**src/rtl/bisection_square_root_defines.svh**
```systemverilog
// assertion macros for the bisection square root block
// used by the top level only; no other dependencies
`ifndef BISECTION_SQUARE_ROOT_DEFINES_SVH
`define BISECTION_SQUARE_ROOT_DEFINES_SVH
`ifndef SYNTH
`define BSQRT_ASSERT_SAME(label, clk, rst_n, ante, cons) \
	label: assert property (@(posedge clk) disable iff (!rst_n) (ante) |-> (cons)) \
	else $error("assertion failed: same-cycle implication");
`define BSQRT_ASSERT_NEXT(label, clk, rst_n, ante, cons) \
	label: assert property (@(posedge clk) disable iff (!rst_n) (ante) |=> (cons)) \
	else $error("assertion failed: next-cycle implication");
`else
`define BSQRT_ASSERT_SAME(label, clk, rst_n, ante, cons)
`define BSQRT_ASSERT_NEXT(label, clk, rst_n, ante, cons)
`endif
`endif

```
**src/rtl/bsqrt_pkg.sv**
```systemverilog
// shared types, constants and helpers of the bisection square root block
// no dependencies
`timescale 1ns / 1ps
package bsqrt_pkg;
	localparam int WORD_WIDTH = 32;
	localparam int RAD_WIDTH = WORD_WIDTH - 1;
	localparam int PROD_WIDTH = 2 * WORD_WIDTH;
	localparam int FRAC_BITS = 16;
	localparam int MAX_STEPS = 100;
	localparam int STEP_WIDTH = $clog2(MAX_STEPS + 1);
	localparam int ITER_WIDTH = 7;
	localparam int CFG_DATA_WIDTH = 32;
	localparam int CFG_INDEX_WIDTH = 1;

	localparam logic [ITER_WIDTH-1:0] ITER_RESET = 7'd100;
	localparam logic [WORD_WIDTH-1:0] LOWER_RESET = 32'd6554;

	localparam logic [CFG_INDEX_WIDTH-1:0] REG_ITERATION_COUNT = 1'b0;
	localparam logic [CFG_INDEX_WIDTH-1:0] REG_LOWER_START = 1'b1;

	typedef enum logic [1:0] {
		SIGN_NEG  = 2'd0,
		SIGN_ZERO = 2'd1,
		SIGN_POS  = 2'd2
	} sign_t;

	typedef enum logic [1:0] {
		ST_IDLE     = 2'd0,
		ST_SIGN_LOW = 2'd1,
		ST_MUL      = 2'd2,
		ST_CMP      = 2'd3
	} state_t;

	typedef struct packed {
		logic [ITER_WIDTH-1:0] iteration_count;
		logic [WORD_WIDTH-1:0] lower_start;
	} cfg_t;

	// floor of the exact sum halved
	function automatic logic [WORD_WIDTH-1:0] midpoint(input logic [WORD_WIDTH-1:0] a,
		input logic [WORD_WIDTH-1:0] b);
		logic [WORD_WIDTH:0] sum;
		sum = {1'b0, a} + {1'b0, b};
		return sum[WORD_WIDTH:1];
	endfunction
endpackage

```
**src/rtl/bsqrt_cfg.sv**
```systemverilog
// configuration registers: step count and initial lower bound
// depends on bsqrt_pkg
`timescale 1ns / 1ps
module bsqrt_cfg (
	input  logic                                   clk,
	input  logic                                   arst_n,
	input  logic                                   cfg_we,
	input  logic [bsqrt_pkg::CFG_INDEX_WIDTH-1:0]  cfg_index,
	input  logic [bsqrt_pkg::CFG_DATA_WIDTH-1:0]   cfg_data,
	output bsqrt_pkg::cfg_t                        cfg
);
	logic [bsqrt_pkg::ITER_WIDTH-1:0] iteration_count_q;
	logic [bsqrt_pkg::WORD_WIDTH-1:0] lower_start_q;

	always_ff @(posedge clk or negedge arst_n) begin
		if (!arst_n) begin
			iteration_count_q <= bsqrt_pkg::ITER_RESET;
			lower_start_q <= bsqrt_pkg::LOWER_RESET;
		end else if (cfg_we) begin
			case (cfg_index)
				bsqrt_pkg::REG_ITERATION_COUNT: begin
					iteration_count_q <= cfg_data[bsqrt_pkg::ITER_WIDTH-1:0];
				end
				bsqrt_pkg::REG_LOWER_START: begin
					lower_start_q <= cfg_data[bsqrt_pkg::WORD_WIDTH-1:0];
				end
				default: begin
				end
			endcase
		end
	end

	assign cfg.iteration_count = iteration_count_q;
	assign cfg.lower_start = lower_start_q;
endmodule

```
**src/rtl/bsqrt_sqcmp.sv**
```systemverilog
// shared square-and-compare unit: registers x*x, then gives sign of c - x*x
// depends on bsqrt_pkg
`timescale 1ns / 1ps
module bsqrt_sqcmp (
	input  logic                                clk,
	input  logic                                load,
	input  logic [bsqrt_pkg::WORD_WIDTH-1:0]    x,
	input  logic [bsqrt_pkg::RAD_WIDTH-1:0]     c,
	output bsqrt_pkg::sign_t                    sign
);
	logic [bsqrt_pkg::PROD_WIDTH-1:0] square_q;
	logic [bsqrt_pkg::PROD_WIDTH-1:0] target;

	always_ff @(posedge clk) begin
		if (load) begin
			square_q <= {{bsqrt_pkg::WORD_WIDTH{1'b0}}, x} * {{bsqrt_pkg::WORD_WIDTH{1'b0}}, x};
		end
	end

	// c moved to the same binary point as the square
	assign target = {{(bsqrt_pkg::PROD_WIDTH - bsqrt_pkg::RAD_WIDTH){1'b0}}, c}
		<< bsqrt_pkg::FRAC_BITS;

	always_comb begin
		if (target > square_q) sign = bsqrt_pkg::SIGN_POS;
		else if (target == square_q) sign = bsqrt_pkg::SIGN_ZERO;
		else sign = bsqrt_pkg::SIGN_NEG;
	end
endmodule

```
**src/rtl/bisection_square_root.sv**
```systemverilog
// top level of the bisection square root block: sequencer, interval registers,
// result register; uses bsqrt_cfg, bsqrt_sqcmp, bsqrt_pkg and the defines header
//
//   channel   dir  handshake            payload
//   in        in   in_valid/in_ready    radicand (31b unsigned Q15.16)
//   out       out  out_valid/out_ready  estimate (32b Q16.16), error_bound (32b signed)
//   cfg       in   cfg_we               cfg_index, cfg_data (no read-back)
//
// from accept to out_valid: the sign of the lower bound squared is taken in ST_SIGN_LOW,
// then each of the N steps (N the clamped step count, 1..100) squares the midpoint on
// the shared multiplier in ST_MUL and compares it the cycle after, in ST_CMP
// in_ready is high only while idle, so a new beat is taken only after the last one has
// finished; a finished result waits in the output register and the last step of the next item
// stalls while it is full. reset clears the sequencer and out_valid, loads defaults
`timescale 1ns / 1ps
`include "bisection_square_root_defines.svh"
module bisection_square_root (
	input  logic                                  clk,
	input  logic                                  arst_n,
	input  logic                                  in_valid,
	output logic                                  in_ready,
	input  logic [bsqrt_pkg::RAD_WIDTH-1:0]       radicand,
	output logic                                  out_valid,
	input  logic                                  out_ready,
	output logic [bsqrt_pkg::WORD_WIDTH-1:0]      estimate,
	output logic signed [bsqrt_pkg::WORD_WIDTH-1:0] error_bound,
	input  logic                                  cfg_we,
	input  logic [bsqrt_pkg::CFG_INDEX_WIDTH-1:0] cfg_index,
	input  logic [bsqrt_pkg::CFG_DATA_WIDTH-1:0]  cfg_data
);
	bsqrt_pkg::cfg_t   cfg;
	bsqrt_pkg::state_t state_q, state_d;
	bsqrt_pkg::sign_t  sign;

	// interval and item registers
	logic [bsqrt_pkg::RAD_WIDTH-1:0]  c_q;
	logic [bsqrt_pkg::WORD_WIDTH-1:0] a_q, b_q, p_q;
	bsqrt_pkg::sign_t                 sa_q;
	logic [bsqrt_pkg::STEP_WIDTH-1:0] count_q;

	// output register
	logic                             out_valid_q;
	logic [bsqrt_pkg::WORD_WIDTH-1:0] estimate_q, error_q;

	logic                             accept, mul_load, take_b, last_step, out_free, finish;
	logic [bsqrt_pkg::WORD_WIDTH-1:0] mul_x, a_new, b_new;
	logic [bsqrt_pkg::WORD_WIDTH:0]   diff;
	logic [7:0]                       iter_ext, steps_clamped;

	bsqrt_cfg u_cfg (
		.clk       (clk),
		.arst_n    (arst_n),
		.cfg_we    (cfg_we),
		.cfg_index (cfg_index),
		.cfg_data  (cfg_data),
		.cfg       (cfg)
	);

	bsqrt_sqcmp u_sqcmp (
		.clk  (clk),
		.load (mul_load),
		.x    (mul_x),
		.c    (c_q),
		.sign (sign)
	);

	// a zero step count runs one step, anything past the maximum saturates
	assign iter_ext = {1'b0, cfg.iteration_count};
	always_comb begin
		if (iter_ext == 8'd0) steps_clamped = 8'd1;
		else if (iter_ext > 8'(bsqrt_pkg::MAX_STEPS)) steps_clamped = 8'(bsqrt_pkg::MAX_STEPS);
		else steps_clamped = iter_ext;
	end

	// keep a and move b to p when f(a) and f(p) differ in sign or either is zero
	assign take_b = (sa_q == bsqrt_pkg::SIGN_ZERO) || (sign == bsqrt_pkg::SIGN_ZERO)
		|| (sa_q != sign);
	assign a_new = take_b ? a_q : p_q;
	assign b_new = take_b ? p_q : b_q;
	assign last_step = (count_q == bsqrt_pkg::STEP_WIDTH'(1));
	assign out_free = !out_valid_q || out_ready;

	// width of the final interval; halved and floored into the error bound
	assign diff = {1'b0, b_new} - {1'b0, a_new};

	always_ff @(posedge clk or negedge arst_n) begin
		if (!arst_n) state_q <= bsqrt_pkg::ST_IDLE;
		else state_q <= state_d;
	end

	always_comb begin
		state_d = state_q;
		in_ready = 1'b0;
		mul_load = 1'b0;
		mul_x = p_q;
		finish = 1'b0;
		case (state_q)
			bsqrt_pkg::ST_IDLE: begin
				in_ready = 1'b1;
				mul_x = cfg.lower_start;
				mul_load = in_valid;
				if (in_valid) state_d = bsqrt_pkg::ST_SIGN_LOW;
			end
			bsqrt_pkg::ST_SIGN_LOW: begin
				state_d = bsqrt_pkg::ST_MUL;
			end
			bsqrt_pkg::ST_MUL: begin
				mul_load = 1'b1;
				state_d = bsqrt_pkg::ST_CMP;
			end
			bsqrt_pkg::ST_CMP: begin
				if (!last_step) begin
					state_d = bsqrt_pkg::ST_MUL;
				end else if (out_free) begin
					finish = 1'b1;
					state_d = bsqrt_pkg::ST_IDLE;
				end
			end
			default: begin
				state_d = bsqrt_pkg::ST_IDLE;
			end
		endcase
	end

	assign accept = in_valid && in_ready;

	always_ff @(posedge clk) begin
		if (accept) begin
			c_q <= radicand;
			a_q <= cfg.lower_start;
			b_q <= {radicand, 1'b0};
			count_q <= bsqrt_pkg::STEP_WIDTH'(steps_clamped);
		end
		if (state_q == bsqrt_pkg::ST_SIGN_LOW) begin
			sa_q <= sign;
			p_q <= bsqrt_pkg::midpoint(a_q, b_q);
		end
		// step update and next midpoint; the last midpoint stays for the result
		if (state_q == bsqrt_pkg::ST_CMP && !last_step) begin
			a_q <= a_new;
			b_q <= b_new;
			p_q <= bsqrt_pkg::midpoint(a_new, b_new);
			count_q <= count_q - bsqrt_pkg::STEP_WIDTH'(1);
		end
		if (finish) begin
			estimate_q <= p_q;
			error_q <= diff[bsqrt_pkg::WORD_WIDTH:1];
		end
	end

	always_ff @(posedge clk or negedge arst_n) begin
		if (!arst_n) out_valid_q <= 1'b0;
		else if (finish) out_valid_q <= 1'b1;
		else if (out_ready) out_valid_q <= 1'b0;
	end

	assign out_valid = out_valid_q;
	assign estimate = estimate_q;
	assign error_bound = error_q;

	// an accepted beat always starts a run, so ready drops the next cycle
	`BSQRT_ASSERT_NEXT(a_busy_after_accept, clk, arst_n, accept, !in_ready)
	// the step counter stays in range while a run is going
	`BSQRT_ASSERT_SAME(a_count_range, clk, arst_n, state_q == bsqrt_pkg::ST_CMP,
		count_q != '0 && count_q <= bsqrt_pkg::STEP_WIDTH'(bsqrt_pkg::MAX_STEPS))
	// finishing the last step posts a result and frees the input side
	`BSQRT_ASSERT_NEXT(a_finish_posts, clk, arst_n, finish, out_valid && in_ready)
endmodule
```
**config.mk**
```make
export PLATFORM = sky130hd
export DESIGN_NAME = bisection_square_root
export DESIGN_NICKNAME = d
export VERILOG_FILES = /design/src/rtl/bsqrt_pkg.sv /design/src/rtl/bsqrt_cfg.sv /design/src/rtl/bsqrt_sqcmp.sv /design/src/rtl/bisection_square_root.sv
export VERILOG_INCLUDE_DIRS = /design/src /design/src/rtl
export SDC_FILE = /design/constraint.sdc
export NUM_CORES = 2
export LEC_CHECK = 0
export ABC_AREA = 0
export CORE_MARGIN = 5
export CORE_UTILIZATION = 50
export DETAILED_ROUTE_END_ITERATION = 6
export DONT_BUFFER_PORTS = 1
export SYNTH_ARGS = -nofsm -noshare
export SYNTH_HDL_FRONTEND = slang
export SYNTH_HIERARCHICAL = 1
export SYNTH_SLANG_ARGS = --single-unit
```
**constraint.sdc**
```tcl
create_clock -name clk -period 14.8 [get_ports clk]
set_clock_uncertainty 0.05 [all_clocks]
set_input_delay 1.48 -clock clk [delete_from_list [all_inputs] [get_ports clk]]
set_output_delay 1.48 -clock clk [all_outputs]
set_load 0.005 [all_outputs]
```
==> results.md <==
* Max incr delay on CP at 740 ps
* Initial DRC count at 2,265
* Clock transition at path regs at approximately 60 ps
* Share of the synthesized area in the top cell type at approximately a third
* Crit path max fanout at 35
* Number of H-tree levels at 2
* Post-CTS Hold Fix Bufs at 0
* Final wirelength at approximately 130,000 um
* Slew headroom at 22.89%
* Post-synth EDFFs at 263
* Gr usage total at 25.72%
* Hold Crit Class: reg2reg
* FILL cells at 8,667
* Grt met3 use at 2.928%
* CTS tree: yes
* Crit path from: state_q[0]$_DFFE_PN0P_
* Crit path capture: u_sqcmp/square_q[61]$_DFFE_PP_
* Crit path kind: reg2reg
* CTS buffer count at 35
* Unrepaired setup endpoints after global routing: false
* Met1 Use GR at 34.88%
* Root Buffer Master: clkbuf_16
* Sequential share of the synthesized area at 18.65%
* Initial antenna violation count at 18
* Distinct cells, synth at 115
* Share of synthesized flip-flops with an asynchronous set or reset at 13.77%
* Reg2reg setup slack at 4590 ps
* DR vias/cell at 5.516
* Reg-to-Reg Start: state_q[0]$_DFFE_PN0P_
* Setup Viol. Count Final at 0
* Worst Path Arrival at 10,430 ps
* Critical path's slowest cell: mux2_2
* Average wire per standard cell at 21.85 um
* HPWL Detailed at between 100,000 and 150,000 um
* Mean Syn Cell Area at 9.937 um2
* GRT overflow at 0
* Synth area leader: fa_1
* Clk Latency, worst-skew pair at about 560 ps
* Fraction of layout cells with a size suffix above 1 at 6.112%
* Slew Limit Fails at 0
* Total number of vias at 33,200
* Ys flop type: edfxtp_1
* Post-layout util at 52.84%
* Post_cts resized at 0
* Busiest grt layer: met2
* Required time of the worst setup path at 15,020 ps
* Period utilization at 68.98%
* Critical Path Stages at 29
* Post-Synthesis Cells at 4,836
* Starting Density at roughly half
* Boundary pin count at 135
* Netlist Area Pre-Place at 48,050 um2
* Core area at 95,150 um2
* DRC at 0
* Hold Violations, Final at 0
* Fin Setup TNS at 0 ps
* Routability-driven placement congestion ratio at 0.9185
* Top cells by area, synth: fa_1, edfxtp_1, ha_1
* Setup repair bufs after CTS at 0
* Crit path buffers/inverters at 7
* Clock buffer depth at 3
* Reg-to-Reg End: u_sqcmp/square_q[61]$_DFFE_PP_
* Clk sink count at 305
* Synthesized Nets at about 6,000
* Final min period at slightly above 10,000 ps
* Row count at ~110
* Vias in the first global route at 34,800
* First drt pass iteration count at 6
* Top cell by count, worst path: fa_1
* Largest net degree at the start of global routing at 76
* Die area at 102,400 um2
* Setup crit end kind: flop
* Final ANT Viol Nets at 0
* Synth Warn # at 6
* Met2 global-route usage at 44.73%
* Max-cap violations at 0
* CP startpoint kind: flop
* F_max at 97.95 MHz
* Layout area overhead at 4.629%
* Outcome: finished clean
* Yosys reg bits at 305
* Die Y at 320.0 um
* Port Buffers at 0
* First-pass GRT wire length at 204,300 um
* CP delay by family, top: adder cells
* R2R cell count at 29
* Final-stage net count at roughly 6,000
* Worst-Margin Slew at 1157 ps
* Die X at 320.0 um
-- worst min path at each step --
stage / start / to / slack (ps) / depth (start not counted)
3_5_place_dp: p_q[31]$_DFFE_PP_ / estimate[31]$_DFFE_PP_ / 460 / 0
6_report: p_q[31]$_DFFE_PP_ / estimate[31]$_DFFE_PP_ / 460 / 0
4_1_cts: p_q[31]$_DFFE_PP_ / estimate[31]$_DFFE_PP_ / 470 / 0
5_1_grt: p_q[31]$_DFFE_PP_ / estimate[31]$_DFFE_PP_ / 490 / 0
2_1_floorplan: p_q[16]$_DFFE_PP_ / estimate[16]$_DFFE_PP_ / 410 / 0
3_3_place_gp: p_q[31]$_DFFE_PP_ / estimate[31]$_DFFE_PP_ / 460 / 0
-- synth_stat cells, types with 12 or more instances --
cell      instances
a211oi_1         12
a21o_1           71
a21oi_1         177
a31o_2           16
a31oi_1          23
and2_1          240
buf_2            12
clkbuf_1        153
dfrtp_1          32
edfxtp_1        263
fa_1            794
ha_1            415
inv_1          1068
mux2_2           58
mux2_4           37
mux2i_1          26
nand2_1         485
nand2b_1         44
nand3_1          30
nand4_1          34
nor2_1          142
nor2b_1          19
nor3_1           22
nor4_1           13
o21ai_0         117
o21ai_1          15
o21bai_1         42
o221ai_1         23
o311ai_0         12
xnor2_1         110
xor2_1           83
-- cell usage in the layout (no fill, tap or decap), types with 10 or more instances in the layout --
master     Yosys  layout
inv_1       1068    1068
fa_1         794     794
nand2_1      485     485
ha_1         415     415
edfxtp_1     263     263
and2_1       240     239
a21oi_1      177     177
nor2_1       142     139
o21ai_0      117     117
xnor2_1      110     110
xor2_1        83      83
a21o_1        71      71
mux2_2        58      58
nand2b_1      44      42
o21bai_1      42      42
clkbuf_16      0      37
mux2_4        37      37
buf_4          5      35
nand4_1       34      34
dfrtp_1       32      32
nand3_1       30      30
mux2i_1       26      26
o221ai_1      23      23
a31oi_1       23      23
nor3_1        22      22
nor2b_1       19      18
a31o_2        16      16
o21ai_1       15      14
o311ai_0      12      12
nor4_1        13      12
a211oi_1      12      12
o22ai_1       11      11
o21a_1        10      10
dfstp_2       10      10
-- worst register-to-register path, delay by kind of cell, from the launching register on --
family,cells,cell delay [ps]
flip-flops,1,470
buffers and inverters,7,1500
adder cells (fa/ha/maj),9,4370
AND/OR/NAND/NOR,6,1190
XOR/XNOR,1,140
AO/OA/AOI/OAI,5,1410
multiplexers,1,790
-- cell type report --
type / instances / area [um2] / share of cell area, %
clock buffers: 49 / 1001 / 1.991
clock inverters: 14 / 126.4 / 0.2513
diodes: 9 / 22.52 / 0.04479
multi-input cells: 3271 / 34300 / 68.22
inverters: 1071 / 4020 / 7.996
flip-flops and latches: 305 / 8961 / 17.82
well taps: 1265 / 1583 / 3.148
repair buffers: 35 / 262.8 / 0.5226
-- routing by layer --
layer  wire [um]  vias to the layer above
met1       55030                    16920
met3        7843                      200
met5          20                        -
li1            -                    15130
met4        3528                        4
met2       65070                      949
-- registers in the layout, indices dropped and copies added, names as in the netlist --
register and cells:
u_sqcmp/square_q 63, a_q 32, b_q 32, error_bound 32, estimate 32, p_q 32, u_cfg/lower_start_q 32, c_q 31
count_q 7, u_cfg/iteration_count_q 7, sa_q 2, state_q 2, out_valid 1
-- kinds of logic after synthesis --
kind of cell | Yosys count | share of synthesized area [%]
and+or+nand+nor | 1080 | 10.78
xor gates and xnor gates | 197 | 3.700
DFF | 305 | 18.65
muxes | 122 | 3.080
AOI/OAI and AO/OA | 660 | 9.738
adders and majority gates | 1212 | 43.95
buffers and inverters | 1260 | 10.11
-- per-stage QoR --
step | instance area (um2) | worst slack (ps) | hold WS, ps | cells
after floorplan | 48050 | 6213 | 414.9 | 4836
after global placement | 49130 | 4746 | 463.6 | 5947
after detailed placement | 49130 | 4706 | 461.8 | 5947
after CTS | 50260 | 4630 | 470.2 | 6010
after global routing | 50260 | 4161 | 493.6 | 6011
final | 50280 | 4590 | 464.9 | 6019
Power is not shown: default switching activity piles up to over one toggle a cycle in this logic, so the estimate is an artifact.
